### src/sv/xalu_pkg.sv
`default_nettype none
package xalu_pkg;

   localparam int DataWidth = 32;
   localparam int QueueDepth = 2;

   localparam logic [3:0] OP_ADD   = 4'd0;
   localparam logic [3:0] OP_SUB   = 4'd1;
   localparam logic [3:0] OP_CMP   = 4'd2;
   localparam logic [3:0] OP_INC   = 4'd3;
   localparam logic [3:0] OP_DEC   = 4'd4;
   localparam logic [3:0] OP_NEG   = 4'd5;
   localparam logic [3:0] OP_ADC   = 4'd6;
   localparam logic [3:0] OP_SBB   = 4'd7;
   localparam logic [3:0] OP_MUL   = 4'd8;
   localparam logic [3:0] OP_IMUL1 = 4'd9;
   localparam logic [3:0] OP_IMUL2 = 4'd10;
   localparam logic [3:0] OP_IMUL3 = 4'd11;
   localparam logic [3:0] OP_DIV   = 4'd12;
   localparam logic [3:0] OP_IDIV  = 4'd13;

   localparam logic [1:0] W8  = 2'd0;
   localparam logic [1:0] W16 = 2'd1;
   localparam logic [1:0] W32 = 2'd2;

   localparam logic [1:0] ACC_NONE  = 2'd0;
   localparam logic [1:0] ACC_AX    = 2'd1;
   localparam logic [1:0] ACC_AXDX  = 2'd2;
   localparam logic [1:0] ACC_EAXDX = 2'd3;

   localparam logic [1:0] CLS_ALU = 2'd0;
   localparam logic [1:0] CLS_MUL = 2'd1;
   localparam logic [1:0] CLS_DIV = 2'd2;
   localparam logic [1:0] CLS_NOP = 2'd3;

   // classified word passed from front to back
   typedef struct packed {
      logic [3:0]  opcode;
      logic [1:0]  cls;
      logic [1:0]  wcode;
      logic [31:0] mask;
      logic [31:0] sign;
      logic [31:0] dval;
      logic [31:0] sval;
      logic [31:0] s2val;
      logic [31:0] mul_a;
      logic [31:0] mul_b;
      logic [63:0] dividend;
   } item_type;

   typedef struct packed {
      logic [31:0] result;
      logic        write_dest;
      logic [31:0] acc_low;
      logic [31:0] acc_high;
      logic [1:0]  acc_write_mode;
      logic        carry_flag;
      logic        overflow_flag;
      logic        zero_flag;
      logic        sign_flag;
      logic        divide_error;
   } rsp_type;

   function automatic logic [1:0] width_code(input logic [2:0] w);
      logic [1:0] c;
      c = (w == 3'd1) ? W8 : (w == 3'd2) ? W16 : W32;
      return c;
   endfunction

   function automatic logic [31:0] mask_of(input logic [1:0] c);
      logic [31:0] m;
      m = (c == W8) ? 32'h0000_00ff : (c == W16) ? 32'h0000_ffff : 32'hffff_ffff;
      return m;
   endfunction

   function automatic logic [31:0] sext32(input logic [31:0] v, input logic [1:0] c);
      logic [31:0] r;
      r = (c == W8) ? {{24{v[7]}}, v[7:0]} :
          (c == W16) ? {{16{v[15]}}, v[15:0]} : v;
      return r;
   endfunction

endpackage
`default_nettype wire

### src/sv/xalu_front.sv
`default_nettype none
module xalu_front (
   input  wire logic                clock,
   input  wire logic                reset,
   input  wire logic                in_valid,
   output logic                     in_ready,
   input  wire logic [3:0]          opcode,
   input  wire logic [2:0]          operand_width,
   input  wire logic [2:0]          source_width,
   input  wire logic [31:0]         dest_value,
   input  wire logic [31:0]         src_value,
   input  wire logic [31:0]         src2_value,
   input  wire logic [31:0]         eax_value,
   input  wire logic [31:0]         edx_value,
   output logic                     out_valid,
   input  wire logic                out_ready,
   output xalu_pkg::item_type       out_item
);

   xalu_pkg::item_type it;
   logic [1:0] wc;
   logic [1:0] sc;
   logic [31:0] m;

   always_comb begin
      wc = xalu_pkg::width_code(operand_width);
      sc = xalu_pkg::width_code(source_width);
      m  = xalu_pkg::mask_of(wc);
      it = '0;
      it.opcode = opcode;
      it.wcode  = wc;
      it.mask   = m;
      it.sign   = (wc == xalu_pkg::W8) ? 32'h80 : (wc == xalu_pkg::W16) ? 32'h8000 :
                  32'h8000_0000;
      it.dval   = dest_value & m;
      it.sval   = src_value & m;
      it.s2val  = src2_value;
      unique case (opcode)
         xalu_pkg::OP_ADD, xalu_pkg::OP_SUB, xalu_pkg::OP_CMP, xalu_pkg::OP_INC,
         xalu_pkg::OP_DEC, xalu_pkg::OP_NEG, xalu_pkg::OP_ADC, xalu_pkg::OP_SBB:
            it.cls = xalu_pkg::CLS_ALU;
         xalu_pkg::OP_MUL: begin
            it.cls = xalu_pkg::CLS_MUL;
            it.mul_a = dest_value & m;
            it.mul_b = eax_value & m;
         end
         xalu_pkg::OP_IMUL1: begin
            it.cls = xalu_pkg::CLS_MUL;
            it.mul_a = xalu_pkg::sext32(dest_value, wc);
            it.mul_b = xalu_pkg::sext32(eax_value, wc);
         end
         xalu_pkg::OP_IMUL2: begin
            it.cls = xalu_pkg::CLS_MUL;
            it.mul_a = xalu_pkg::sext32(dest_value, wc);
            it.mul_b = xalu_pkg::sext32(src_value, sc);
         end
         xalu_pkg::OP_IMUL3: begin
            it.cls = xalu_pkg::CLS_MUL;
            it.mul_a = xalu_pkg::sext32(src_value, sc);
            it.mul_b = xalu_pkg::sext32(src2_value, sc);
         end
         xalu_pkg::OP_DIV, xalu_pkg::OP_IDIV: begin
            it.cls = xalu_pkg::CLS_DIV;
            it.dividend = (wc == xalu_pkg::W8) ? {48'd0, eax_value[15:0]} :
                          (wc == xalu_pkg::W16) ? {32'd0, edx_value[15:0], eax_value[15:0]} :
                          {edx_value, eax_value};
         end
         default: it.cls = xalu_pkg::CLS_NOP;
      endcase
   end

   // two-entry queue
   xalu_pkg::item_type q_ff [xalu_pkg::QueueDepth];
   logic rd_ff, rd_in, wr_ff, wr_in;
   logic [1:0] cnt_ff, cnt_in;
   logic push, pop;

   assign in_ready  = (cnt_ff != 2'(xalu_pkg::QueueDepth));
   assign out_valid = (cnt_ff != 2'd0);
   assign out_item  = q_ff[rd_ff];
   assign push = in_valid && in_ready;
   assign pop  = out_valid && out_ready;

   always_comb begin
      rd_in  = pop ? ~rd_ff : rd_ff;
      wr_in  = push ? ~wr_ff : wr_ff;
      cnt_in = cnt_ff + {1'b0, push} - {1'b0, pop};
   end

   always_ff @(posedge clock) begin
      if (reset) begin
         rd_ff  <= 1'b0;
         wr_ff  <= 1'b0;
         cnt_ff <= 2'd0;
      end else begin
         rd_ff  <= rd_in;
         wr_ff  <= wr_in;
         cnt_ff <= cnt_in;
      end
      if (push) begin
         q_ff[wr_ff] <= it;
      end
   end

endmodule
`default_nettype wire

### src/sv/xalu_back.sv
`default_nettype none
module xalu_back (
   input  wire logic                clock,
   input  wire logic                reset,
   input  wire logic                in_valid,
   output logic                     in_ready,
   input  wire xalu_pkg::item_type  in_item,
   output logic                     out_valid,
   input  wire logic                out_ready,
   output xalu_pkg::rsp_type        out_rsp,
   output logic                     busy
);

   localparam logic [1:0] ST_IDLE = 2'd0;
   localparam logic [1:0] ST_MUL  = 2'd1;
   localparam logic [1:0] ST_DIV  = 2'd2;
   localparam logic [1:0] ST_FIN  = 2'd3;

   logic [1:0] st_ff, st_in;
   xalu_pkg::item_type it_ff;
   logic cf_ff, of_ff, zf_ff, sf_ff;
   logic cf_in, of_in, zf_in, sf_in;
   logic ov_ff, ov_in;
   xalu_pkg::rsp_type rsp_ff, rsp_in;
   logic [63:0] prod_ff;
   // divider: magnitudes, remainder and quotient shift register
   logic [63:0] num_ff, num_in;
   logic [32:0] rem_ff, rem_in;
   logic [31:0] dm_ff;
   logic [6:0]  cnt_ff, cnt_in;
   logic nsg_ff, dsg_ff;

   logic take;
   logic [32:0] sum;
   logic [31:0] r32, d, s, c32;
   logic [32:0] dif;
   logic [63:0] nmag;
   logic [31:0] dmag;
   logic nsg, dsg;
   logic [6:0] nbits;
   logic [33:0] trial;
   logic [31:0] qm, rm, q, r, lim;
   logic neg;
   // extra top bit sign-extends the operands of the signed multiplies
   logic xa, xb;
   logic signed [65:0] prod_s;

   assign take     = in_valid && in_ready;
   assign in_ready = (st_ff == ST_IDLE) && !ov_ff;
   assign out_valid = ov_ff;
   assign out_rsp  = rsp_ff;
   assign busy     = (st_ff != ST_IDLE) || ov_ff;

   always_comb begin
      d = in_item.dval;
      s = in_item.sval;
      nsg = (in_item.wcode == xalu_pkg::W8) ? in_item.dividend[15] :
            (in_item.wcode == xalu_pkg::W16) ? in_item.dividend[31] : in_item.dividend[63];
      dsg = (d & in_item.sign) != 32'd0;
      nmag = in_item.dividend;
      if (nsg && in_item.opcode == xalu_pkg::OP_IDIV) begin
         nmag = (64'd0 - in_item.dividend) &
                ((in_item.wcode == xalu_pkg::W8) ? 64'hffff :
                 (in_item.wcode == xalu_pkg::W16) ? 64'hffff_ffff : '1);
      end
      dmag = (dsg && in_item.opcode == xalu_pkg::OP_IDIV) ? ((32'd0 - d) & in_item.mask) : d;
      nbits = (in_item.wcode == xalu_pkg::W8) ? 7'd16 :
              (in_item.wcode == xalu_pkg::W16) ? 7'd32 : 7'd64;
      xa = (in_item.opcode != xalu_pkg::OP_MUL) && in_item.mul_a[31];
      xb = (in_item.opcode != xalu_pkg::OP_MUL) && in_item.mul_b[31];
      prod_s = $signed({xa, in_item.mul_a}) * $signed({xb, in_item.mul_b});
   end

   always_comb begin
      st_in = st_ff;
      cf_in = cf_ff; of_in = of_ff; zf_in = zf_ff; sf_in = sf_ff;
      ov_in = ov_ff && !out_ready;
      rsp_in = rsp_ff;
      num_in = num_ff;
      rem_in = rem_ff;
      cnt_in = cnt_ff;
      c32 = {31'd0, cf_ff};
      sum = '0; dif = '0; r32 = '0;
      trial = '0; qm = '0; rm = '0; q = '0; r = '0; lim = '0; neg = 1'b0;
      unique case (st_ff)
         ST_IDLE: begin
            if (take) begin
               rsp_in = '0;
               unique case (in_item.cls)
                  xalu_pkg::CLS_ALU: begin
                     unique case (in_item.opcode)
                        xalu_pkg::OP_ADD, xalu_pkg::OP_ADC: begin
                           sum = {1'b0, d} + {1'b0, s} +
                                 ((in_item.opcode == xalu_pkg::OP_ADC) ? {1'b0, c32} : 33'd0);
                           r32 = sum[31:0] & in_item.mask;
                           cf_in = (sum > {1'b0, in_item.mask});
                           of_in = ((~(d ^ s)) & (d ^ r32) & in_item.sign) != 32'd0;
                        end
                        xalu_pkg::OP_SUB, xalu_pkg::OP_CMP, xalu_pkg::OP_SBB: begin
                           dif = {1'b0, s} +
                                 ((in_item.opcode == xalu_pkg::OP_SBB) ? {1'b0, c32} : 33'd0);
                           cf_in = {1'b0, d} < dif;
                           r32 = (d - dif[31:0]) & in_item.mask;
                           of_in = ((d ^ s) & (d ^ r32) & in_item.sign) != 32'd0;
                        end
                        xalu_pkg::OP_INC: begin
                           r32 = (d + 32'd1) & in_item.mask;
                           of_in = (r32 == in_item.sign);
                        end
                        xalu_pkg::OP_DEC: begin
                           r32 = (d - 32'd1) & in_item.mask;
                           of_in = (d == in_item.sign);
                        end
                        default: begin
                           r32 = (32'd0 - d) & in_item.mask;
                           of_in = (d == in_item.sign);
                           cf_in = (d != 32'd0);
                        end
                     endcase
                     zf_in = (r32 == 32'd0);
                     sf_in = (r32 & in_item.sign) != 32'd0;
                     if (in_item.opcode != xalu_pkg::OP_CMP) begin
                        rsp_in.result = r32;
                        rsp_in.write_dest = 1'b1;
                     end
                     st_in = ST_FIN;
                  end
                  xalu_pkg::CLS_MUL: st_in = ST_MUL;
                  xalu_pkg::CLS_DIV: begin
                     if (dmag == 32'd0) begin
                        rsp_in.divide_error = 1'b1;
                        st_in = ST_FIN;
                     end else begin
                        num_in = nmag << (7'd64 - nbits);
                        rem_in = '0;
                        cnt_in = nbits;
                        st_in = ST_DIV;
                     end
                  end
                  default: st_in = ST_FIN;
               endcase
            end
         end
         ST_MUL: begin
            if (it_ff.opcode == xalu_pkg::OP_IMUL2 || it_ff.opcode == xalu_pkg::OP_IMUL3) begin
               rsp_in.result = prod_ff[31:0] & it_ff.mask;
               rsp_in.write_dest = 1'b1;
            end else if (it_ff.wcode == xalu_pkg::W8) begin
               rsp_in.acc_low = {16'd0, prod_ff[15:0]};
               rsp_in.acc_write_mode = xalu_pkg::ACC_AX;
            end else if (it_ff.wcode == xalu_pkg::W16) begin
               rsp_in.acc_low = {16'd0, prod_ff[15:0]};
               rsp_in.acc_high = {16'd0, prod_ff[31:16]};
               rsp_in.acc_write_mode = xalu_pkg::ACC_AXDX;
            end else begin
               rsp_in.acc_low = prod_ff[31:0];
               rsp_in.acc_high = prod_ff[63:32];
               rsp_in.acc_write_mode = xalu_pkg::ACC_EAXDX;
            end
            st_in = ST_FIN;
         end
         ST_DIV: begin
            // restoring step, one quotient bit a cycle; quotient shifts into num
            trial = {rem_ff, num_ff[63]} - {2'b0, dm_ff};
            if (!trial[33]) begin
               rem_in = trial[32:0];
               num_in = {num_ff[62:0], 1'b1};
            end else begin
               rem_in = {rem_ff[31:0], num_ff[63]};
               num_in = {num_ff[62:0], 1'b0};
            end
            cnt_in = cnt_ff - 7'd1;
            if (cnt_ff == 7'd1) begin
               st_in = ST_FIN;
               rsp_in = '0;
               neg = nsg_ff ^ dsg_ff;
               // quotient needs more than 32 bits only in the 64-bit case: check top bits
               qm = num_in[31:0];
               rm = rem_in[31:0];
               if (it_ff.opcode == xalu_pkg::OP_DIV) begin
                  lim = it_ff.mask;
               end else begin
                  lim = neg ? it_ff.sign : it_ff.sign - 32'd1;
               end
               if ((it_ff.wcode == xalu_pkg::W32 && num_in[63:32] != 32'd0) || qm > lim) begin
                  rsp_in.divide_error = 1'b1;
               end else begin
                  q = ((it_ff.opcode == xalu_pkg::OP_IDIV && neg) ? 32'd0 - qm : qm) &
                      it_ff.mask;
                  r = ((it_ff.opcode == xalu_pkg::OP_IDIV && nsg_ff) ? 32'd0 - rm : rm) &
                      it_ff.mask;
                  if (it_ff.wcode == xalu_pkg::W8) begin
                     rsp_in.acc_low = {16'd0, r[7:0], q[7:0]};
                     rsp_in.acc_write_mode = xalu_pkg::ACC_AX;
                  end else begin
                     rsp_in.acc_low = q;
                     rsp_in.acc_high = r;
                     rsp_in.acc_write_mode = (it_ff.wcode == xalu_pkg::W16) ?
                                             xalu_pkg::ACC_AXDX : xalu_pkg::ACC_EAXDX;
                  end
               end
            end
         end
         default: begin
            rsp_in.carry_flag = cf_ff;
            rsp_in.overflow_flag = of_ff;
            rsp_in.zero_flag = zf_ff;
            rsp_in.sign_flag = sf_ff;
            ov_in = 1'b1;
            st_in = ST_IDLE;
         end
      endcase
   end

   always_ff @(posedge clock) begin
      if (reset) begin
         st_ff <= ST_IDLE;
         ov_ff <= 1'b0;
         cf_ff <= 1'b0;
         of_ff <= 1'b0;
         zf_ff <= 1'b0;
         sf_ff <= 1'b0;
      end else begin
         st_ff <= st_in;
         ov_ff <= ov_in;
         cf_ff <= cf_in;
         of_ff <= of_in;
         zf_ff <= zf_in;
         sf_ff <= sf_in;
      end
      rsp_ff <= rsp_in;
      num_ff <= num_in;
      rem_ff <= rem_in;
      cnt_ff <= cnt_in;
      if (take) begin
         it_ff  <= in_item;
         prod_ff <= prod_s[63:0];
         dm_ff  <= dmag;
         nsg_ff <= nsg && (in_item.opcode == xalu_pkg::OP_IDIV);
         dsg_ff <= dsg && (in_item.opcode == xalu_pkg::OP_IDIV);
      end
   end

endmodule
`default_nettype wire

### src/sv/x86_integer_alu_flags_core.sv
`default_nettype none
// x86 integer arithmetic unit keeping CF, OF, ZF and SF. A front end masks and
// classifies each request word and places it in a two-entry queue; the back end
// executes one word at a time and returns one response word, held in an output
// register. add, sub, cmp, inc, dec, neg, adc and sbb go from idle to the finish
// state; multiplies pass through a multiply state (one registered 33x33 signed
// product); div/idiv run the restoring one-bit-a-cycle divider for one step per
// dividend bit (16, 32 or 64). A zero divisor goes from idle straight to finish.
module x86_integer_alu_flags_core (
   input  wire logic          clock,
   input  wire logic          reset,
   input  wire logic          req_tvalid,
   output logic               req_tready,
   // opcode[3:0], operand_width[6:4], source_width[9:7], dest_value[41:10],
   // src_value[73:42], src2_value[105:74], eax_value[137:106], edx_value[169:138]
   input  wire logic [175:0]  req_tdata,
   output logic               rsp_tvalid,
   input  wire logic          rsp_tready,
   // result[31:0], write_dest[32], acc_low[64:33], acc_high[96:65],
   // acc_write_mode[98:97], carry_flag[99], overflow_flag[100], zero_flag[101],
   // sign_flag[102], divide_error[103]
   output logic [103:0]       rsp_tdata
);

   logic q_valid, q_ready, busy;
   xalu_pkg::item_type q_item;
   xalu_pkg::rsp_type rsp;

   xalu_front u_front (
      .clock(clock), .reset(reset),
      .in_valid(req_tvalid), .in_ready(req_tready),
      .opcode(req_tdata[3:0]), .operand_width(req_tdata[6:4]),
      .source_width(req_tdata[9:7]), .dest_value(req_tdata[41:10]),
      .src_value(req_tdata[73:42]), .src2_value(req_tdata[105:74]),
      .eax_value(req_tdata[137:106]), .edx_value(req_tdata[169:138]),
      .out_valid(q_valid), .out_ready(q_ready), .out_item(q_item)
   );

   xalu_back u_back (
      .clock(clock), .reset(reset),
      .in_valid(q_valid), .in_ready(q_ready), .in_item(q_item),
      .out_valid(rsp_tvalid), .out_ready(rsp_tready), .out_rsp(rsp), .busy(busy)
   );

   assign rsp_tdata = {rsp.divide_error, rsp.sign_flag, rsp.zero_flag, rsp.overflow_flag,
                       rsp.carry_flag, rsp.acc_write_mode, rsp.acc_high, rsp.acc_low,
                       rsp.write_dest, rsp.result};

   a_err_no_write: assert property (@(posedge clock) disable iff (reset)
      rsp_tvalid && rsp.divide_error |->
         !rsp.write_dest && rsp.acc_write_mode == xalu_pkg::ACC_NONE)
      else $error("divide fault with a write");
   a_dest_no_acc: assert property (@(posedge clock) disable iff (reset)
      rsp_tvalid && rsp.write_dest |-> rsp.acc_write_mode == xalu_pkg::ACC_NONE)
      else $error("both destination and accumulator written");
   a_idle_on_rsp: assert property (@(posedge clock) disable iff (reset)
      q_valid && q_ready |-> !rsp_tvalid)
      else $error("back end took a word while a response waits");
   a_busy_on_rsp: assert property (@(posedge clock) disable iff (reset)
      rsp_tvalid |-> busy)
      else $error("response pending while back end idle");

endmodule
`default_nettype wire

### config.mk
export PLATFORM = sky130hd
export DESIGN_NAME = x86_integer_alu_flags_core
export DESIGN_NICKNAME = d
export VERILOG_FILES = /design/src/sv/xalu_pkg.sv /design/src/sv/xalu_front.sv /design/src/sv/xalu_back.sv /design/src/sv/x86_integer_alu_flags_core.sv
export SDC_FILE = /design/constraint.sdc
export NUM_CORES = 2
export LEC_CHECK = 0
export BUFFER_PORTS_ARGS = -buffer_cell sky130_fd_sc_hd__buf_2
export CORE_UTILIZATION = 60
export DETAILED_ROUTE_END_ITERATION = 12
export PLACE_DENSITY = 0.77
export SLEW_MARGIN = 40
export SYNTH_ARGS = -nofsm -noshare
export SYNTH_HDL_FRONTEND = slang
export SYNTH_SLANG_ARGS = --single-unit
### constraint.sdc
create_clock -name clock -period 24.9 [get_ports clock]
set_input_delay 0 -clock clock [delete_from_list [all_inputs] [get_ports clock]]
set_output_delay 0 -clock clock [all_outputs]
set_load 0.1 [all_outputs]
==> impl_metrics.ini <==
[drt]
wl_per_cell_um = 27.3
ant_nets = 0
firstDrtPassIters = 9
vias = 67765
vias_per_cell = 6.36
drt_iter0_drc = 8747
routed_wl_um = 291000
drc_errors = 0

[clock_network]
cts_sinks = 730
htreeDepth = 3
cts_resized = 0
cts.path.max_buffers = 3
cts_root_buf = clkbuf_16
clk_latency_ns = 0.72
clk_pin_slew_ns = 0.07
numCtsBuffers = 81
cts_tree = built

[sta]
skew_ns = 0.0325
fin_crit_sh_pct = 46.2
slew_headroom_pct = 33.0
hold_viol_final = 0
tightest_slew_ns = 0.998
final_max_slew_viol_count = 0
setup_viol = 0
min_period_ns = 11.50
fmax_ghz = 0.0870
fin_setup_tns_ns = 0
grt_setup_unrepaired = no

[synthesis]
yosysTopAreaCellShare_pct = 27.4
ys_seq_area_share_pct = 26.4
yosys.area.top_type = fa_1
ys_types = 105
post_synth.cell_area_avg_um2 = 9.68
postSynthCellCount = 8532
synth_common_cells = inv_1, nand2_1, fa_1
syn_nets = 10250
synth_flop_cell = edfxtp_1
synth_edf_count = 718
yosysWarnings = 0
async_flop_share_pct = 0
syn_area_um2 = 82600
synth_area_leaders = fa_1, edfxtp_1, ha_1
synth-seq-cells = 730
synth.most_common_cell = inv_1

[run_status]
status = finished clean

[floorplanning]
die_x_um = 373
die-area_um2 = 139000
io_pins = 286
start_util_pct = 60.8
num_rows = 135
fp.dieH_um = 373
coreArea_um2 = 136000

[final_layout]
final_nets = 10515
drive_above_1_share_pct = 8.61
stdcell_count = 10658
fin_area_um2 = 90500
fin_util_pct = 66.6
syn_to_final_growth_pct = 9.53

[worst_hold_path]
min_from = req_tdata[74]
hp-class = in -> reg
worstHoldPathCells = 3

[setup_path]
cp_top_family = adder cells
critPathSlowestCell = mux2_2
cpMostUsedCell = fa_1
worst-path-stages = 28
end_kind = flop
crit_required_ns = 25.37
r2r_cells = 28
path_class = reg -> reg
slowest_delay_ns = 0.88
start_kind = flop
crit_buf_inv = 5
worstPathMaxFanout = 52
arrival_ns = 11.97

[placed_design]
gp_congestion = 1.04
dp_hpwl_um = 227000
port-buffer-count = 279
dpl_cell_area_um2 = 85900
dp_cells = 10320

[job]
maxCapViolations = 0

[global_routing]
grt_antenna_before_repair = 23
grt_use_total_pct = 41.7
grt_pass1_wl_um = 429000
grt_pass1_vias = 67771
overflow = 0
grt_max_degree = 136
[cells by family (layout without fill, tap and decap cells)]
family                   Yosys count  count (layout)  synth area share [%]
AND/OR/NAND/NOR                 2606            2606                  14.2
buffers and inverters           1667            1995                  7.84
adder cells (fa/ha/maj)         1538            1538                  33.5
AO/OA/AOI/OAI                   1310            1310                  10.1
flip-flops                       730             730                  26.4
XOR/XNOR                         374             374                  3.96
multiplexers                     307             307                  3.92
other                              0              17                     0
[worst register-to-register path, delay by kind of cell, from the launching register on]
| family | cells | cell delay, ns |
|---|---|---|
| AOI/OAI and AO/OA | 10 | 3.08 |
| and+or+nand+nor | 2 | 0.66 |
| adders and majority gates | 9 | 4.54 |
| xor gates and xnor gates | 1 | 0.10 |
| buffers and inverters | 5 | 1.13 |
| muxes | 1 | 0.94 |
| DFF | 1 | 0.81 |
[layout make-up]
| class | count | area [um^2] |
|---|---|---|
| clock buffers | 100 | 2170 |
| well taps | 1781 | 2230 |
| inverters | 1284 | 4820 |
| repair buffers | 565 | 4100 |
| fillers | 10579 | 45500 |
| multi-input cells | 6135 | 54900 |
| diodes | 17 | 42.5 |
| flip-flops and latches | 730 | 21800 |
| clock inverters | 46 | 482 |
[stage by stage]
stage / setup WS [ns] / hold slack, ns
2_1_floorplan: 9.94 / 0.0716
3_3_place_gp: 13.28 / 0.226
3_5_place_dp: 13.63 / 0.229
4_1_cts: 13.62 / 0.00382
5_1_grt: 13.11 / 0.0444
6_report: 13.40 / 0.0432
[cell usage in the layout, fill, tap and decap left out, drive strengths merged, types with 19 or more instances in the layout]
cell type | netlist | routed
a21oi | 373 | 373
nand2 | 1190 | 1190
xor2 | 121 | 121
nand2b | 50 | 50
clkinv | 10 | 36
a22oi | 28 | 28
inv | 1274 | 1282
nor2 | 661 | 661
o211ai | 36 | 36
a211oi | 54 | 54
a21o | 117 | 117
clkbuf | 270 | 100
mux2i | 200 | 200
xnor2 | 253 | 253
nor2b | 46 | 46
or3 | 35 | 35
nor4 | 38 | 38
edfxtp | 718 | 718
a31oi | 45 | 45
o21ai | 310 | 310
and3 | 126 | 126
nor3b | 27 | 27
buf | 113 | 392
ha | 409 | 409
o21a | 32 | 32
or2 | 20 | 20
a22o | 26 | 26
nand3 | 82 | 82
mux2 | 107 | 107
and2 | 89 | 89
a21boi | 19 | 19
dlygate4sd3 | 0 | 173
fa | 1129 | 1129
nor3 | 125 | 125
o31ai | 23 | 23
o22ai | 59 | 59
o21bai | 21 | 21
nand4 | 50 | 50
[flip-flops by register name, indices dropped and copies added, names as in the netlist, 2 cells and up, named ones only]
register,flops
u_back.it_ff,8
u_back.dm_ff,32
u_back.prod_ff,64
u_back.out_rsp,104
u_front.cnt_ff,2
u_back.st_ff,2
u_front.q_ff,404
u_back.num_ff,64
u_back.cnt_ff,7
u_back.rem_ff,33
[repair_timing]
| item | in CTS | in global routing |
|---|---|---|
| hold endpoints to repair | 426 | 0 |
| hold buffers | 173 | 0 |
| buffers inserted | 0 | 0 |
[final timing paths]
path | end | slack [ns]
max reg2reg | u_back.prod_ff[61]$_DFFE_PP_ | 13.40
min | u_front.q_ff[1][64]$_DFFE_PP_ | 0.04
max | u_back.prod_ff[61]$_DFFE_PP_ | 13.40
min reg2reg | u_front.rd_ff$_SDFFE_PP0P_ | 0.53
[layer usage]
metal  up-vias  global-route usage [%]  routed length, um
met5         -                       0                 85
met4        12                    22.9              19600
met3       923                    11.5              36700
met2      4365                    61.8             124000
met1     33735                    55.8             111000
li1      28730                       -                  -
Power is left out: the tool's default activity adds up to more than one toggle a clock period on the data nets, which glitch-free logic cannot reach.
